**src/design/tnrx_pkg.sv**
```systemverilog
// ----------------------------------------------------------------------------
// tnrx_pkg
// Shared types and codes for the Telnet receive option negotiator.
// ----------------------------------------------------------------------------
package tnrx_pkg;

	localparam logic [7:0] TN_SE   = 8'd240;
	localparam logic [7:0] TN_NOP  = 8'd241;
	localparam logic [7:0] TN_BRK  = 8'd243;
	localparam logic [7:0] TN_GA   = 8'd249;
	localparam logic [7:0] TN_SB   = 8'd250;
	localparam logic [7:0] TN_WILL = 8'd251;
	localparam logic [7:0] TN_WONT = 8'd252;
	localparam logic [7:0] TN_DO   = 8'd253;
	localparam logic [7:0] TN_DONT = 8'd254;
	localparam logic [7:0] TN_IAC  = 8'd255;

	localparam logic [7:0] OPT_BIN   = 8'd0;
	localparam logic [7:0] OPT_ECHO  = 8'd1;
	localparam logic [7:0] OPT_SGA   = 8'd3;
	localparam logic [7:0] OPT_TTYPE = 8'd24;

	localparam logic [7:0] CH_NUL = 8'h00;
	localparam logic [7:0] CH_EOT = 8'h04;
	localparam logic [7:0] CH_BS  = 8'h08;
	localparam logic [7:0] CH_LF  = 8'h0A;
	localparam logic [7:0] CH_CR  = 8'h0D;
	localparam logic [7:0] CH_DEL = 8'h7F;

	localparam logic [1:0] CFG_CONSOLE_MODE = 2'd0;
	localparam logic [1:0] CFG_DISABLE_ECHO = 2'd1;
	localparam logic [1:0] CFG_TTYPE_SET    = 2'd2;

	localparam logic [1:0] KIND_UART    = 2'd0;
	localparam logic [1:0] KIND_CONSOLE = 2'd1;
	localparam logic [1:0] KIND_BREAK   = 2'd2;
	localparam logic [1:0] KIND_REPLY   = 2'd3;

	localparam int QDEPTH = 2;
	localparam int QAW    = 1;

	typedef struct packed {
		logic [1:0] kind;
		logic [7:0] data;
	} res_t;

	typedef struct packed {
		logic [1:0] cnt;
		logic       tt;
		res_t [2:0] res;
	} job_t;

	typedef struct packed {
		logic full;
		logic empty;
	} q_stat_t;

endpackage

```
**src/design/tnrx_front.sv**
```systemverilog
// ----------------------------------------------------------------------------
// tnrx_front
// Parses received bytes, tracks command and line-end state, builds result jobs.
// ----------------------------------------------------------------------------
module tnrx_front (
	input  logic                clk,
	input  logic                arst_n,
	input  logic                cfg_we,
	input  logic [1:0]          cfg_index,
	input  logic                cfg_data,
	input  logic                rx_valid,
	output logic                rx_ready,
	input  logic [7:0]          rx_byte,
	input  tnrx_pkg::q_stat_t   q_stat,
	output logic                push,
	output tnrx_pkg::job_t      job
);

	typedef enum logic [2:0] {
		PH_IDLE = 3'b001,
		PH_IAC  = 3'b010,
		PH_VERB = 3'b100
	} phase_t;

	typedef enum logic [1:0] {
		VB_WILL = 2'd0,
		VB_WONT = 2'd1,
		VB_DO   = 2'd2,
		VB_DONT = 2'd3
	} verb_t;

	phase_t phase_q, phase_d;
	logic   subneg_q, subneg_d;
	verb_t  verb_q, verb_d;
	logic   verb_ok_q, verb_ok_d;
	logic   pend_cr_q, pend_cr_d;
	logic   pend_lf_q, pend_lf_d;
	logic   console_q, echo_q, ttset_q;

	logic       acc;
	logic       run_data;
	logic [7:0] d;
	logic [7:0] pend_byte;
	logic [7:0] rv;

	function automatic tnrx_pkg::res_t route(input logic console, input logic [7:0] x);
		tnrx_pkg::res_t r;
		r.data = x;
		if (console)
			r.kind = tnrx_pkg::KIND_CONSOLE;
		else if (x == tnrx_pkg::CH_EOT)
			r.kind = tnrx_pkg::KIND_BREAK;
		else
			r.kind = tnrx_pkg::KIND_UART;
		return r;
	endfunction

	assign rx_ready = !q_stat.full;
	assign acc      = rx_valid && rx_ready;
	assign d        = (rx_byte == tnrx_pkg::CH_DEL) ? tnrx_pkg::CH_BS : rx_byte;
	assign pend_byte = pend_cr_q ? tnrx_pkg::CH_CR : tnrx_pkg::CH_LF;

	always_comb begin
		rv = tnrx_pkg::TN_WONT;
		unique case (verb_q)
			VB_WILL: begin
				if (rx_byte == tnrx_pkg::OPT_BIN || rx_byte == tnrx_pkg::OPT_SGA)
					rv = tnrx_pkg::TN_DO;
				else if (rx_byte == tnrx_pkg::OPT_ECHO)
					rv = echo_q ? tnrx_pkg::TN_DONT : tnrx_pkg::TN_DO;
				else
					rv = tnrx_pkg::TN_DONT;
			end
			VB_WONT: rv = (rx_byte == tnrx_pkg::OPT_BIN) ? tnrx_pkg::TN_DO : tnrx_pkg::TN_DONT;
			VB_DO: begin
				if (rx_byte == tnrx_pkg::OPT_BIN || rx_byte == tnrx_pkg::OPT_SGA)
					rv = tnrx_pkg::TN_WILL;
				else if (rx_byte == tnrx_pkg::OPT_TTYPE)
					rv = ttset_q ? tnrx_pkg::TN_WILL : tnrx_pkg::TN_WONT;
				else if (rx_byte == tnrx_pkg::OPT_ECHO)
					rv = echo_q ? tnrx_pkg::TN_WILL : tnrx_pkg::TN_WONT;
				else
					rv = tnrx_pkg::TN_WONT;
			end
			VB_DONT: rv = (rx_byte == tnrx_pkg::OPT_BIN) ? tnrx_pkg::TN_WILL : tnrx_pkg::TN_WONT;
			default: rv = tnrx_pkg::TN_WONT;
		endcase
	end

	always_comb begin
		phase_d   = phase_q;
		subneg_d  = subneg_q;
		verb_d    = verb_q;
		verb_ok_d = verb_ok_q;
		pend_cr_d = pend_cr_q;
		pend_lf_d = pend_lf_q;
		run_data  = 1'b0;
		job       = '0;
		if (subneg_q) begin
			if (phase_q == PH_IDLE && rx_byte == tnrx_pkg::TN_IAC) begin
				phase_d = PH_IAC;
			end else if (phase_q == PH_IAC && rx_byte == tnrx_pkg::TN_SE) begin
				subneg_d = 1'b0;
				phase_d  = PH_IDLE;
			end else begin
				phase_d = PH_IDLE;
			end
		end else begin
			unique case (phase_q)
				PH_IDLE: begin
					if (rx_byte == tnrx_pkg::TN_IAC)
						phase_d = PH_IAC;
					else
						run_data = 1'b1;
				end
				PH_IAC: begin
					phase_d = PH_IDLE;
					if (rx_byte == tnrx_pkg::TN_IAC) begin
						run_data = 1'b1;
					end else if (rx_byte == tnrx_pkg::TN_NOP || rx_byte == tnrx_pkg::TN_BRK
							|| rx_byte == tnrx_pkg::TN_GA) begin
						phase_d = PH_IDLE;
					end else if (rx_byte == tnrx_pkg::TN_SB) begin
						subneg_d = 1'b1;
					end else begin
						phase_d   = PH_VERB;
						verb_ok_d = 1'b1;
						unique case (rx_byte)
							tnrx_pkg::TN_WILL: verb_d = VB_WILL;
							tnrx_pkg::TN_WONT: verb_d = VB_WONT;
							tnrx_pkg::TN_DO:   verb_d = VB_DO;
							tnrx_pkg::TN_DONT: verb_d = VB_DONT;
							default:           verb_ok_d = 1'b0;
						endcase
					end
				end
				PH_VERB: begin
					phase_d = PH_IDLE;
					if (verb_ok_q) begin
						job.cnt    = 2'd3;
						job.res[0] = '{kind: tnrx_pkg::KIND_REPLY, data: tnrx_pkg::TN_IAC};
						job.res[1] = '{kind: tnrx_pkg::KIND_REPLY, data: rv};
						job.res[2] = '{kind: tnrx_pkg::KIND_REPLY, data: rx_byte};
						job.tt     = (rv == tnrx_pkg::TN_WILL) && (rx_byte == tnrx_pkg::OPT_TTYPE);
					end
				end
				default: phase_d = PH_IDLE;
			endcase
		end

		if (run_data) begin
			if (!pend_cr_q && !pend_lf_q && (d == tnrx_pkg::CH_LF || d == tnrx_pkg::CH_CR)) begin
				pend_cr_d = (d == tnrx_pkg::CH_CR);
				pend_lf_d = (d == tnrx_pkg::CH_LF);
			end else if ((pend_lf_q && d == tnrx_pkg::CH_CR)
					|| (pend_cr_q && d == tnrx_pkg::CH_NUL)) begin
				pend_cr_d  = 1'b0;
				pend_lf_d  = 1'b0;
				job.cnt    = 2'd2;
				job.res[0] = route(console_q, tnrx_pkg::CH_CR);
				job.res[1] = route(console_q, tnrx_pkg::CH_LF);
			end else if (pend_cr_q || pend_lf_q) begin
				pend_cr_d  = 1'b0;
				pend_lf_d  = 1'b0;
				job.cnt    = 2'd2;
				job.res[0] = route(console_q, pend_byte);
				job.res[1] = route(console_q, d);
			end else begin
				job.cnt    = 2'd1;
				job.res[0] = route(console_q, d);
			end
		end
	end

	assign push = acc && (job.cnt != 2'd0);

	always_ff @(posedge clk or negedge arst_n) begin
		if (!arst_n) begin
			phase_q   <= PH_IDLE;
			subneg_q  <= 1'b0;
			verb_q    <= VB_WILL;
			verb_ok_q <= 1'b0;
			pend_cr_q <= 1'b0;
			pend_lf_q <= 1'b0;
		end else if (acc) begin
			phase_q   <= phase_d;
			subneg_q  <= subneg_d;
			verb_q    <= verb_d;
			verb_ok_q <= verb_ok_d;
			pend_cr_q <= pend_cr_d;
			pend_lf_q <= pend_lf_d;
		end
	end

	always_ff @(posedge clk or negedge arst_n) begin
		if (!arst_n) begin
			console_q <= 1'b0;
			echo_q    <= 1'b0;
			ttset_q   <= 1'b0;
		end else if (cfg_we) begin
			unique case (cfg_index)
				tnrx_pkg::CFG_CONSOLE_MODE: console_q <= cfg_data;
				tnrx_pkg::CFG_DISABLE_ECHO: echo_q    <= cfg_data;
				tnrx_pkg::CFG_TTYPE_SET:    ttset_q   <= cfg_data;
				default: ;
			endcase
		end
	end

endmodule

```
**src/design/tnrx_queue.sv**
```systemverilog
// ----------------------------------------------------------------------------
// tnrx_queue
// Short job queue between the parser and the result sequencer.
// ----------------------------------------------------------------------------
module tnrx_queue (
	input  logic              clk,
	input  logic              arst_n,
	input  logic              push,
	input  tnrx_pkg::job_t    wr_job,
	input  logic              pop,
	output tnrx_pkg::job_t    head,
	output tnrx_pkg::q_stat_t stat
);

	tnrx_pkg::job_t               mem_q [tnrx_pkg::QDEPTH];
	logic [tnrx_pkg::QAW-1:0]     wr_ptr_q, rd_ptr_q;
	logic [tnrx_pkg::QAW:0]       cnt_q;

	assign head       = mem_q[rd_ptr_q];
	assign stat.full  = (cnt_q == (tnrx_pkg::QAW+1)'(tnrx_pkg::QDEPTH));
	assign stat.empty = (cnt_q == '0);

	always_ff @(posedge clk) begin
		if (push)
			mem_q[wr_ptr_q] <= wr_job;
	end

	always_ff @(posedge clk or negedge arst_n) begin
		if (!arst_n) begin
			wr_ptr_q <= '0;
			rd_ptr_q <= '0;
			cnt_q    <= '0;
		end else begin
			if (push)
				wr_ptr_q <= wr_ptr_q + tnrx_pkg::QAW'(1);
			if (pop)
				rd_ptr_q <= rd_ptr_q + tnrx_pkg::QAW'(1);
			if (push && !pop)
				cnt_q <= cnt_q + (tnrx_pkg::QAW+1)'(1);
			else if (pop && !push)
				cnt_q <= cnt_q - (tnrx_pkg::QAW+1)'(1);
		end
	end

	a_no_overflow: assert property (@(posedge clk) disable iff (!arst_n)
		!(push && stat.full && !pop)) else $error("queue overflow");
	a_no_underflow: assert property (@(posedge clk) disable iff (!arst_n)
		!(pop && stat.empty)) else $error("queue underflow");

endmodule

```
**src/design/tnrx_back.sv**
```systemverilog
// ----------------------------------------------------------------------------
// tnrx_back
// Steps through each queued job and presents one result per transfer.
// ----------------------------------------------------------------------------
module tnrx_back (
	input  logic              clk,
	input  logic              arst_n,
	input  tnrx_pkg::job_t    head,
	input  tnrx_pkg::q_stat_t q_stat,
	output logic              pop,
	output logic              res_valid,
	input  logic              res_ready,
	output logic [1:0]        result_kind,
	output logic [7:0]        result_byte,
	output logic              last,
	output logic              send_terminal_type
);

	logic [1:0] idx_q;
	logic       valid_q;
	logic [1:0] kind_q;
	logic [7:0] byte_q;
	logic       last_q;
	logic       tt_q;

	logic           load;
	logic           last_w;
	tnrx_pkg::res_t cur;

	assign load   = !q_stat.empty && (!valid_q || res_ready);
	assign last_w = (idx_q == head.cnt - 2'd1);
	assign cur    = head.res[idx_q];
	assign pop    = load && last_w;

	always_ff @(posedge clk or negedge arst_n) begin
		if (!arst_n) begin
			valid_q <= 1'b0;
			idx_q   <= '0;
		end else if (load) begin
			valid_q <= 1'b1;
			idx_q   <= last_w ? 2'd0 : idx_q + 2'd1;
		end else if (res_ready) begin
			valid_q <= 1'b0;
		end
	end

	always_ff @(posedge clk) begin
		if (load) begin
			kind_q <= cur.kind;
			byte_q <= cur.data;
			last_q <= last_w;
			tt_q   <= last_w && head.tt;
		end
	end

	assign res_valid          = valid_q;
	assign result_kind        = kind_q;
	assign result_byte        = byte_q;
	assign last               = last_q;
	assign send_terminal_type = tt_q;

	a_idx_idle: assert property (@(posedge clk) disable iff (!arst_n)
		q_stat.empty |-> idx_q == 2'd0) else $error("index left mid-job");
	a_idx_range: assert property (@(posedge clk) disable iff (!arst_n)
		!q_stat.empty |-> idx_q < head.cnt) else $error("index beyond job");
	a_tt_reply: assert property (@(posedge clk) disable iff (!arst_n)
		(valid_q && tt_q) |-> (last_q && kind_q == tnrx_pkg::KIND_REPLY))
		else $error("terminal type flag off a reply end");

endmodule

```
**src/design/telnet_rx_option_negotiator_unit.sv**
```systemverilog
// ----------------------------------------------------------------------------
// telnet_rx_option_negotiator_unit
// Telnet receive path: strips IAC commands, answers option negotiation,
// normalizes line ends and routes data to the UART (EOT as a break) or the console.
// ----------------------------------------------------------------------------
//  channel  signals                                    dir  transfer on
//  rx       rx_valid rx_ready rx_byte                  in   rx_valid & rx_ready
//  res      res_valid res_ready result_kind            out  res_valid & res_ready
//           result_byte last send_terminal_type
//  cfg      cfg_we cfg_index cfg_data                  in   cfg_we
//
//  A byte is parsed in the cycle it is taken; its one to three results leave
//  the output register one per cycle while res_ready stays high.
//  The two-entry job queue lets the parser take bytes while results wait.
//  Bytes that cause no result push no job and touch only state.
//  Reset returns the parser to idle, empties the queue and clears the configuration to zero.
// ----------------------------------------------------------------------------
module telnet_rx_option_negotiator_unit (
	input  logic       clk,
	input  logic       arst_n,
	input  logic       cfg_we,
	input  logic [1:0] cfg_index,
	input  logic       cfg_data,
	input  logic       rx_valid,
	output logic       rx_ready,
	input  logic [7:0] rx_byte,
	output logic       res_valid,
	input  logic       res_ready,
	output logic [1:0] result_kind,
	output logic [7:0] result_byte,
	output logic       last,
	output logic       send_terminal_type
);

	tnrx_pkg::job_t    wr_job;
	tnrx_pkg::job_t    head;
	tnrx_pkg::q_stat_t q_stat;
	logic              push;
	logic              pop;

	tnrx_front u_front (
		.clk       (clk),
		.arst_n    (arst_n),
		.cfg_we    (cfg_we),
		.cfg_index (cfg_index),
		.cfg_data  (cfg_data),
		.rx_valid  (rx_valid),
		.rx_ready  (rx_ready),
		.rx_byte   (rx_byte),
		.q_stat    (q_stat),
		.push      (push),
		.job       (wr_job)
	);

	tnrx_queue u_queue (
		.clk    (clk),
		.arst_n (arst_n),
		.push   (push),
		.wr_job (wr_job),
		.pop    (pop),
		.head   (head),
		.stat   (q_stat)
	);

	tnrx_back u_back (
		.clk                (clk),
		.arst_n             (arst_n),
		.head               (head),
		.q_stat             (q_stat),
		.pop                (pop),
		.res_valid          (res_valid),
		.res_ready          (res_ready),
		.result_kind        (result_kind),
		.result_byte        (result_byte),
		.last               (last),
		.send_terminal_type (send_terminal_type)
	);

endmodule
```
**config.mk**
```make
export PLATFORM = sky130hd
export DESIGN_NAME = telnet_rx_option_negotiator_unit
export DESIGN_NICKNAME = d
export VERILOG_FILES = /design/src/design/tnrx_pkg.sv /design/src/design/tnrx_front.sv /design/src/design/tnrx_queue.sv /design/src/design/tnrx_back.sv /design/src/design/telnet_rx_option_negotiator_unit.sv
export SDC_FILE = /design/constraint.sdc
export NUM_CORES = 1
export LEC_CHECK = 0
export BUFFER_PORTS_ARGS = -buffer_cell sky130_fd_sc_hd__buf_2
export CORE_ASPECT_RATIO = 1.1
export CORE_UTILIZATION = 35
export CTS_CLUSTER_SIZE = 16
export DETAILED_ROUTE_END_ITERATION = 7
export SETUP_SLACK_MARGIN = 0.05
export SYNTH_ARGS = -nofsm -noshare
export SYNTH_HDL_FRONTEND = slang
export SYNTH_HIERARCHICAL = 1
export SYNTH_SLANG_ARGS = --single-unit
```
**constraint.sdc**
```tcl
create_clock -name clk -period 3.96 [get_ports clk]
set_input_delay 0.792 -clock clk [delete_from_list [all_inputs] [get_ports clk]]
set_output_delay 0.792 -clock clk [all_outputs]
set_load 0.02 [all_outputs]
```
==> reports/qor.yml <==
status:
  status: "finished clean"
synthesis:
  synth_edf_count: 78
  syn_area_um2: 4770
  ys_async_sr_fraction_pct: 19.6
  synth-main-ff-cell: "edfxtp_1"
  synthCells: 353
  seq_area_frac_synth_pct: 59.1
  avgSynthCellArea_um2: 13.5
  synthTopCellsByArea: "edfxtp_1 49%, dfrtp_1 9.4%, mux2_4 9.1%"
  yosys_warnings: 6
  post-synth-top-area-cell: "edfxtp_1"
  synth_top_area_share_pct: 49.1
  syn_nets: 370
  synth_cell_types: 67
  ys_seq_elements: 97
clock_tree:
  post-cts-setup-buffers: 0
  cts-root-buf: "clkbuf_16"
  h-tree-depth: 3
  post_cts_resized: 0
  holdBufCountCts: 0
  clkTransAtPathRegs_ns: 0.07
  cts_max_path_buffers: 2
  clk_latency_ns: 0.33
  cts_tree: "done"
  cts-buffers-inserted: 9
  clkSinkCount: 97
critical_path:
  crit_path_end_kind: "register"
  critPathRequiredTime_ns: 3.94
  reg2reg_from: "u_front/subneg_q"
  worst-setup-path-type: "input pin to register"
  arrival_ns: 2.93
  path_max_fanout: 33
  startpoint: "rx_byte[7]"
  startpoint_type: "input pin"
grt:
  grt_pass1_wl_um: 15300
  grtUsageTotal_pct: 14.4
  grt_pass1_vias: 2871
  overflow: 0
  grt_max_degree: 34
  antenna_found_initial: 0
pwr:
  worst_ir_drop_vdd_v: 0.000216
  p_sw_share_pct: 30.5
  p_seq_share_pct: 45.2
  power_per_cell_area_nw_per_um2: 653
  p_int_w: 0.00242
  comb_power_share_pct: 30.5
  p_switching_w: 0.00106
  leakage_nw: 2.06
  power_frac_clock_pct: 24.3
sta:
  drv_slew: 0
  setup_tns_ns: 0
  slew_headroom_pct: 43.2
  max_freq_mhz: 338
  finClkSkew_ns: 0.00819
  rsz0062_at_grt: "no"
  fin_crit_ns: 2.95
  hold_viol: 0
  post-route-period-util_pct: 74.6
  worst_pin_slew_ns: 0.851
  finalSetupViolations: 0
floorplanning:
  rows: 44
  die_h_um: 124
  ioPinCount: 30
  die_area_um2: 14100
  fp.coreArea_um2: 13300
  die_x_um: 113
  start_util_pct: 35.9
finish:
  n_antenna_cell: 0
  layout_common_cells: "78 x edfxtp_1, 29 x buf_2, 29 x nand2_1, 29 x mux2_4, 25 x o21ai_0"
  drive_gt1_share_pct: 25.6
  area_growth_pct: 12.0
  fin_cells: 567
  layout_commonest_cell: "edfxtp_1"
  nets: 395
worst_hold_path:
  hp-class: "input pin to asynchronous set/reset pin"
drt:
  finalWirelength_um: 9650
  first_iter_violations: 158
  vias: 2862
  drt-pass1-iter-count: 4
  wl_per_cell_um: 17.0
  wl_met3_um: 288
  wl_met2_um: 5010
  met1_length_um: 4240
  routed_via_density: 5.05
  ant_nets: 0
  drc: 0
  highest_layer: "met4"
placed_design:
  portBuffers: 29
  placed_cells: 551
  hpwl_um: 6870
  gp_congestion: 0.830
flow_run:
  max_cap_violations: 0
flip-flops by register name, indices dropped and copies added, names as in the netlist, 2 cells and up:
name,cells
u_queue/mem_q,66
u_back/result_byte,8
u_front/phase_q,3
u_back/idx_q,2
u_back/result_kind,2
u_front/verb_q,2
u_queue/cnt_q,2
metal layers:
metal | vias to the layer above | global-route usage [%]
met5 | - | 0
met4 | 0 | 5.42
met3 | 6 | 2.24
met2 | 63 | 24.4
met1 | 1413 | 18.4
li1 | 1380 | -
stage by stage:
step	hold slack (ns)	total power (W)	instance area (um2)	setup WS (ns)	utilization, %
after CTS	0.411	0.00355	5340	1.01	40.3
after detailed placement	0.491	0.00269	5050	0.657	38.0
after floorplan	0.441	0.00247	4770	0.286	-
after global routing	0.426	0.00368	5340	0.768	40.3
after global placement	0.474	0.00266	5050	0.709	38.0
final	0.403	0.00349	5340	1.01	40.3
power groups by stage:
| stage | Sequential, W | Clock, W | Combinational [W] |
|---|---|---|---|
| final | 0.00158 | 0.000849 | 0.00106 |
| after global routing | 0.00160 | 0.000909 | 0.00116 |
| after CTS | 0.00158 | 0.000876 | 0.00109 |
| after detailed placement | 0.00160 | 0 | 0.00109 |
| after global placement | 0.00159 | 0 | 0.00107 |
| after floorplan | 0.00162 | 0 | 0.000853 |
worst max-delay path, stage by stage:
cell,delay (ns)
buf_2,0.19
nand4_1,0.22
nor4_1,0.39
o21ai_2,0.10
or2_2,0.35
a21oi_1,0.31
and2_1,0.17
buf_4,0.37
worst paths after layout:
kind                                             end  cells past startpoint  slack [ns]
worst min-delay path               u_front/verb_q[1]                      1        0.40
max in group asynchronous           u_queue/rd_ptr_q                      1        3.22
worst max register to register  u_queue/mem_q[1][12]                      5        1.09
worst min register to register     u_front/verb_ok_q                      1        0.50
worst max-delay path            u_queue/mem_q[1][12]                      8        1.01
min in group clk                   u_front/verb_ok_q                      1        0.50
cell type report:
cell class | count | area, um2
sequential | 97 | 2820
inverter | 8 | 30.0
clock inverter | 6 | 66.3
fill | 1243 | 7930
clock buffer | 10 | 229
timing repair buffer | 33 | 188
multi-input combinational | 229 | 1780
tap | 184 | 230
cells by family (layout without fill, tap and decap cells):
family          after synthesis  after routing  synth area share (%)
simple gates                103            103                  12.1
flops                        97             97                  59.1
compound gates               69             69                  9.92
mux                          48             48                  13.3
buf+inv                      27             57                  3.65
xor+xnor                      8              8                  1.63
fa+ha+maj                     1              1                 0.262
cell usage after synthesis, types with 7 or more instances:
master / count
a21o_1: 7
and3_1: 8
clkbuf_1: 8
dfrtp_1: 18
edfxtp_1: 78
inv_1: 7
mux2_2: 7
mux2_4: 29
mux2i_1: 12
nand2_1: 29
nand2b_1: 7
nor2_1: 13
nor2b_1: 7
o21ai_0: 25
No activity file was read; power rests on OpenSTA's default activity.
